## src/hdl/fpmt_pkg.sv

```systemverilog
// ----------------------------------------------------------------------------
// fpmt_pkg: shared types and constants of the prefix maximum table
// Field widths, command codes, the stored node word and the control and
// status bundles between the controller and the datapath.
// ----------------------------------------------------------------------------
package fpmt_pkg;

  localparam int unsigned CmdW         = 2;
  localparam int unsigned PosW         = 11;
  localparam int unsigned ValueW       = 48;
  localparam int unsigned TagW         = 32;
  localparam int unsigned MaxPositions = 1024;
  localparam logic [PosW-1:0] SizeReset = PosW'(1024);

  typedef enum logic [CmdW-1:0] {
    OP_CLEAR  = 2'd0,
    OP_UPDATE = 2'd1,
    OP_QUERY  = 2'd2
  } fpmt_op_e;

  // One tree node: the valid flag and the (value, tag) pair.
  typedef struct packed {
    logic                     valid;
    logic signed [ValueW-1:0] value;
    logic signed [TagW-1:0]   tag;
  } fpmt_node_t;

  // Controller to datapath.
  typedef struct packed {
    logic start;     // latch a new item and set up its walk
    logic walk;      // step the index chain by one node
    logic clear;     // write one empty node of the clearing sweep
    logic out_load;  // move the result into the output register
  } fpmt_cmd_t;

  // Datapath to controller.
  typedef struct packed {
    logic chain_done;  // no node left to read and no read in flight
    logic clear_last;  // the sweep writes its last node this cycle
  } fpmt_sts_t;

  // Lexicographic order: signed value first, signed tag breaks ties.
  function automatic logic pair_greater(logic signed [ValueW-1:0] va,
                                        logic signed [TagW-1:0]   ta,
                                        logic signed [ValueW-1:0] vb,
                                        logic signed [TagW-1:0]   tb);
    logic res;
    if (va != vb) begin
      res = (va > vb);
    end else begin
      res = (ta > tb);
    end
    return res;
  endfunction

endpackage

```

## src/hdl/fpmt_ctrl.sv

```systemverilog
// ----------------------------------------------------------------------------
// fpmt_ctrl: sequencer of the prefix maximum table
// Runs the clearing sweep, the index chain walk and the hand-off of each
// result to the output register.
// ----------------------------------------------------------------------------
module fpmt_ctrl
  import fpmt_pkg::*;
(
  input  logic                clk_i,
  input  logic                rst_ni,
  input  logic                s_tvalid_i,
  output logic                s_tready_o,
  input  logic [CmdW-1:0]     op_i,
  output logic                m_tvalid_o,
  input  logic                m_tready_i,
  output fpmt_cmd_t           cmd_o,
  input  fpmt_sts_t           sts_i
);

  typedef enum logic [3:0] {
    ST_CLEAR = 4'b0001,
    ST_IDLE  = 4'b0010,
    ST_WALK  = 4'b0100,
    ST_DONE  = 4'b1000
  } fpmt_state_e;

  fpmt_state_e state_q, state_d;
  logic        init_q, init_d;
  logic        out_valid_q, out_valid_d;

  always_comb begin
    state_d = state_q;
    init_d  = init_q;
    cmd_o   = '0;
    unique case (state_q)
      ST_CLEAR: begin
        cmd_o.clear = 1'b1;
        if (sts_i.clear_last) begin
          init_d  = 1'b0;
          // The sweep after reset answers nothing; a clear command does.
          state_d = init_q ? ST_IDLE : ST_DONE;
        end
      end
      ST_IDLE: begin
        if (s_tvalid_i) begin
          cmd_o.start = 1'b1;
          state_d     = (op_i == OP_CLEAR) ? ST_CLEAR : ST_WALK;
        end
      end
      ST_WALK: begin
        cmd_o.walk = 1'b1;
        if (sts_i.chain_done) begin
          state_d = ST_DONE;
        end
      end
      ST_DONE: begin
        if (!out_valid_q || m_tready_i) begin
          cmd_o.out_load = 1'b1;
          state_d        = ST_IDLE;
        end
      end
      default: begin
        state_d = ST_IDLE;
      end
    endcase
  end

  always_comb begin
    out_valid_d = out_valid_q;
    if (out_valid_q && m_tready_i) begin
      out_valid_d = 1'b0;
    end
    if (cmd_o.out_load) begin
      out_valid_d = 1'b1;
    end
  end

  assign s_tready_o = (state_q == ST_IDLE);
  assign m_tvalid_o = out_valid_q;

  always_ff @(posedge clk_i or negedge rst_ni) begin
    if (!rst_ni) begin
      state_q     <= ST_CLEAR;
      init_q      <= 1'b1;
      out_valid_q <= 1'b0;
    end else begin
      state_q     <= state_d;
      init_q      <= init_d;
      out_valid_q <= out_valid_d;
    end
  end

  // A result never overwrites one that is still waiting.
  assert property (@(posedge clk_i) disable iff (!rst_ni)
    cmd_o.out_load |-> (!out_valid_q || m_tready_i))
    else $error("fpmt_ctrl: result loaded over a pending transfer");

  // The end of a commanded clear always produces a result.
  assert property (@(posedge clk_i) disable iff (!rst_ni)
    (state_q == ST_CLEAR && sts_i.clear_last && !init_q) |=> (state_q == ST_DONE))
    else $error("fpmt_ctrl: clear command finished without a result");

endmodule

```

## config.mk

```make
export PLATFORM = sky130hd
export DESIGN_NAME = fpmt_ctrl
export DESIGN_NICKNAME = d
export VERILOG_FILES = /design/src/hdl/fpmt_pkg.sv /design/src/hdl/fpmt_ctrl.sv
export SDC_FILE = /design/constraint.sdc
export NUM_CORES = 1
export LEC_CHECK = 0
export CELL_PAD_IN_SITES_DETAIL_PLACEMENT = 1
export CELL_PAD_IN_SITES_GLOBAL_PLACEMENT = 1
export CORE_AREA = 2 2 39 41
export CTS_BUF_LIST = sky130_fd_sc_hd__clkbuf_16
export CTS_CLUSTER_SIZE = 40
export DETAILED_ROUTE_END_ITERATION = 6
export DIE_AREA = 0 0 41 43
export DONT_BUFFER_PORTS = 1
export PLACE_DENSITY_LB_ADDON = 0.08
export RECOVER_POWER = 100
export SKIP_LAST_GASP = 1
export SLEW_MARGIN = 25
export SYNTH_ARGS = -nofsm -noshare
export SYNTH_HDL_FRONTEND = slang
export SYNTH_SLANG_ARGS = --single-unit
```

## constraint.sdc

```tcl
create_clock -name clk_i -period 1.95 [get_ports clk_i]
set_input_delay 0.0975 -clock clk_i [delete_from_list [all_inputs] [get_ports clk_i]]
set_output_delay 0.0975 -clock clk_i [all_outputs]
set_load 0.02 [all_outputs]
```

==> Word-level counts from Yosys, hierarchy flattened <==
Index checks and enable logic that the tools add are counted.
{ "totals": {"latchBits": 0, "memories": 0, "ramBits": 0, "input_bits": 8, "elab_cells": 33, "output_inout_bits": 6, "romBits": 0, "regBits": 6} }
{ "op_classes": {"magnitude_cmp": 0, "n_bitwise": 0, "mul": 0, "add_sub_neg": 0, "n_reduce_logical": 7, "muxes": 15, "eq_ne": 8, "div_mod_pow": 0, "n_shift": 0} }
{ "ops": {"columns": ["cell", "count"], "rows": [
  ["2-to-1 mux 4 bit", 5],
  ["one-hot mux 4 bit (4 select lines)", 1],
  ["2-to-1 mux 1 bit", 8],
  ["inequality test 2 bit, second input constant", 4],
  ["== test 4 x 1 -> 1 bit, second input constant", 1],
  ["== test 4 x 2 -> 1 bit, second input constant", 1],
  ["== test 4 x 3 -> 1 bit, second input constant", 1],
  ["== test 4 bit, second input constant", 1],
  ["AND reduction 4 bit", 1],
  ["2-to-1 mux 3 bit", 1],
  ["logical NOT 2 bit", 1],
  ["AND reduction 2 bit", 1],
  ["nonzero test 2 bit", 1],
  ["logical AND 1 bit", 1],
  ["logical NOT 1 bit", 1],
  ["logical OR 1 bit", 1]
]} }

==> Depth between registers and ports, before layout <==
{ "depth": {"ltp_word": 5, "depth_mapped": 4} }

==> Worst setup path after synthesis <==
OpenSTA, ideal clock, no wires.
{ "synth_timing": {"path_kind": "register -> register", "from": "reg state_q[3]", "to": "reg state_q[2]", "arrival_time_ns": 1.612, "t_required_ns": 1.855, "path_slack_ns": 0.243, "stages_incl_launch_ff": 4, "path_cell_list": "dfrtp_1 -> nor4b_1 -> or2b_1 -> o31ai_1"} }
{ "synth_via": {"elab_chain_cells": 3, "elab_cells_between_ends": 10, "classes_between": "eq/ne (8); mux (1); reduce/logical (1)"} }
{ "synth_rtl": {"columns": ["item", "line_no", "text"], "rows": [
  ["start, declared", "fpmt_ctrl.sv:27", "fpmt_state_e state_q, state_d;"],
  ["start signal, assigned", "fpmt_ctrl.sv:87", "state_q <= state_d;"],
  ["== test 4 bit (tied with other cells)", "fpmt_ctrl.sv:35", "unique case (state_q)"],
  ["inequality test 2 bit (no source line)", null, null],
  ["AND reduction 4 bit (no source line)", null, null]
]} }
Several ways; a longest one is shown, not always the timed one.
A chain may end at the register's enable or synchronous reset.

==> Worst setup path after layout <==
{ "layout_timing": {"from": "reg state_q[0]", "to": "reg state_q[3]"} }
The elaborated chain is that of the path after synthesis.

==> reports/results.md <==
| Metric | Value | Unit |
| --- | --- | --- |
| Number of cells traversed by the worst register-to-register path | 3 | - |
| CTS tree | yes | - |
| HPWL Detailed | 680 | um |
| FF+latch count, synth | 6 | - |
| Maximum number of buffers from clock root to sink | 2 | - |
| Floorplan row count | 14 | - |
| Unrepaired setup endpoints after global routing | false | - |
| Area inside the core boundary | 0.00138 | mm2 |
| Maximum number of pins on one net before global-route repair | 10 | - |
| Internal reg-to-reg setup slack | 0.16 | ns |
| Startpoint of the lowest-slack register-to-register path | state_q[0] | - |
| Initial antenna violation count | 0 | - |
| Endpoints failing setup | 0 | - |
| Share of synthesized cell area in full adder, half adder and majority cells | 0 | % |
| Worst slack after detailed placement | 0.420 | ns |
| Async S/R FF share, synth | 100 | % |
| Clock latency on the worst-skew pair | 0.23 | ns |
| Initial core utilization | 26.5 | % |
| Synth Area in XOR/XNOR | 0 | % |
| Pin slew with the least headroom to its limit | 0.415 | ns |
| Number of iterations in the first detailed-routing pass | 4 | - |
| IO Pins | 14 | - |
| Die Height | 43 | um |
| IR drop worst, VDD | 0.571 | mV |
| Tcrit/Tclk final | 91.9 | % |
| Level count of the clock H-tree | 1 | - |
| Cts bufs inserted | 3 | - |
| Post-synth design cell area | 367 | um2 |
| Final WS setup | 0.157 | ns |
| Cell type with the largest total area after synthesis | sky130_fd_sc_hd__dfrtp_1 | - |
| Cell area power density | 1760 | mW/mm2 |
| Startpoint kind of the worst setup timing path | flip-flop | - |
| Number of flops mapped to enable cells by yosys | 0 | - |
| Static power due to leakage | 0.192 | nW |
| Horizontal extent of the die | 41 | um |
| Die ar. | 0.00176 | mm2 |
| Path category of the worst min-delay check | in -> reg | - |
| Fraction of final layout cells with drive strength greater than 1 | 13.6 | % |
| DR WL/cell | 14.8 | um |
| Post-layout minimum cycle time | 1.79 | ns |
| Count of cell types in the netlist | 24 | - |
| Global-route wire length before repair | 1.39 | mm |
| Final #Nets | 54 | - |
| Fillers | 158 | - |
| Sinks on Clock Net | 6 | - |
| Post-synthesis share of cell area spent on and, or, nand and nor gates | 35.5 | % |
| Achievable clock frequency | 558 | MHz |
| Pins over their slew limit | 0 | - |
| Max Clock Skew | 0.000842 | ns |
| Vias | 307 | - |
| TNS Setup | 0 | ns |
| CP max FO | 8 | - |
| Worst slew margin relative to its limit | 72.2 | % |
| Total gr overflow | 0 | - |
| Synthesized area divided by synthesized cell count | 9.91 | um2 |
| Reg clk slew, reported paths | 0.03 | ns |
| Number of nets with antenna violations after detailed routing | 0 | - |
| Worst min-delay path startpoint | op_i[0] | - |
| Number of endpoints with negative hold slack in the final report | 0 | - |
| Mux contribution to synthesized area | 2.73 | % |
| GRT Util Overall | 12.5 | % |
| Routability-driven placement congestion ratio | 0.709 | - |
| Final Routed Wirelength | 885 | um |
| Fraction of the yosys area taken by sequential cells | 41.6 | % |
| Crit. End Element | flip-flop | - |
| Post-CTS Setup Bufs | 0 | - |
| Post-synth net total | 45 | - |
| Share of Yosys cell area claimed by the top area cell type | 27.3 | % |
| Layout Area Growth over Synthesis | 32.1 | % |
| Crit Reg-Reg Endpoint | state_q[3] | - |
| Number of global-route vias before repair | 324 | - |
| CP Data Required Time | 2.03 | ns |
| Leading cell types by count after synthesis | 4 x sky130_fd_sc_hd__dfrtp_1, 4 x sky130_fd_sc_hd__nor3b_1, 3 x sky130_fd_sc_hd__nor2_1 | - |
| Max-cap violation count | 0 | - |
| End point of the most critical hold path | state_q[0] | - |
| Gate count after technology mapping | 37 | - |
| Syn. warnings | 0 | - |
| DRC violation count after routing | 0 | - |
| Flip-flop cell with the highest count after synthesis | sky130_fd_sc_hd__dfrtp_1 | - |
| Run status | finished, final reports clean | - |
| Number of port buffers | 0 | - |
| Compound-gate portion of the synthesized area | 16.0 | % |
| Arrival time of data at the critical path endpoint | 1.88 | ns |
| Cell types with the largest area share after synthesis | sky130_fd_sc_hd__dfrtp_1 27%, sky130_fd_sc_hd__dfstp_2 14%, sky130_fd_sc_hd__nor3b_1 8.2% | - |
| Post-layout power | 854 | uW |
| Worst Hold Depth | 3 | - |
| CTS Root Cell | sky130_fd_sc_hd__clkbuf_16 | - |
| Antenna diode count | 0 | - |
| Number of design-rule violations left by the first detailed-router iteration | 2 | - |
| Largest family of logic cells by synthesized area | simple AND/OR/NAND/NOR gates | - |
| Drt via density | 5.12 | - |
| Critical path class | reg -> reg | - |
## critical path: stages, from the launching register on
cell                      delay (ns)
sky130_fd_sc_hd__dfstp_1        0.63
sky130_fd_sc_hd__or4b_1         0.52
sky130_fd_sc_hd__o21ai_0        0.35
sky130_fd_sc_hd__o22ai_1        0.15
## worst max-delay path by stage
stage | cells after the start | from | slack, ns | end
after detailed placement | 2 | state_q[2] | 0.42 | cmd_o[0]
after CTS | 2 | state_q[2] | 0.17 | cmd_o[0]
after floorplan | 3 | state_q[3] | 0.24 | state_q[2]
after global routing | 3 | state_q[0] | 0.06 | state_q[3]
final | 3 | state_q[0] | 0.16 | state_q[3]
after global placement | 2 | state_q[2] | 0.41 | cmd_o[0]
## logic make-up after synthesis
logic type	count (synthesis)
DFF	6
buffers and inverters	3
and+or+nand+nor	18
AOI/OAI and AO/OA	9
muxes	1
## per-layer routing
| metal | vias up | GRT usage [%] | part of all wire (%) |
|---|---|---|---|
| li1 | 153 | - | - |
| met1 | 141 | 14.6 | 41 |
| met2 | 13 | 18.1 | 51 |
| met3 | 0 | 4.71 | 7.5 |
| met4 | 0 | 8.00 | 0 |
| met5 | - | 0 | 0 |
## area by class of cell
cell class | instances | area (um2) | share of cell area (%)
inverters | 2 | 7.51 | 1.55
well taps | 16 | 20.0 | 4.13
repair buffers | 5 | 37.5 | 7.75
clock buffers | 3 | 75.1 | 15.5
multi-input cells | 28 | 191 | 39.5
flip-flops and latches | 6 | 153 | 31.5
## state kept, by name, summed over array words and instances (netlist names)
name,count
init_q,1
m_tvalid_o,1
state_q,4
## power breakdown
part / total, mW / switching, mW / internal (mW)
Combinational: 0.279 / 0.165 / 0.114
Sequential: 0.247 / 0.0786 / 0.168
Clock: 0.328 / 0.0652 / 0.263
## what timing repair did
action                                 CTS  global route
endpoints found under the hold margin    9             0
resized for setup                        0             0
hold buffers                             3             0
## cells in the final DEF (no fill, tap or decap), types with 2 or more instances in the layout
| cell type | instances |
|---|---|
| sky130_fd_sc_hd__clkbuf_16 | 3 |
| sky130_fd_sc_hd__nor3b_1 | 4 |
| sky130_fd_sc_hd__dlygate4sd3_1 | 3 |
| sky130_fd_sc_hd__nor2_1 | 3 |
| sky130_fd_sc_hd__o21ai_0 | 4 |
| sky130_fd_sc_hd__o31ai_1 | 2 |
| sky130_fd_sc_hd__dfrtp_1 | 4 |
| sky130_fd_sc_hd__or4b_1 | 2 |
| sky130_fd_sc_hd__clkbuf_1 | 2 |
| sky130_fd_sc_hd__o22ai_1 | 2 |
| sky130_fd_sc_hd__nor2b_1 | 2 |
## stage by stage
stage | util (%) | hold slack (ns) | instance area, um2 | std cells
finish | 35.0 | 0.0713 | 484 | 60
global route | 35.0 | 0.0887 | 484 | 60
CTS | 36.1 | 0.0501 | 499 | 60
detailed placement | 28.5 | -0.198 | 394 | 54
global placement | 28.5 | -0.198 | 394 | 54
floorplan | - | -0.198 | 367 | 37
Note: power is estimated with default switching activity, not from simulation.
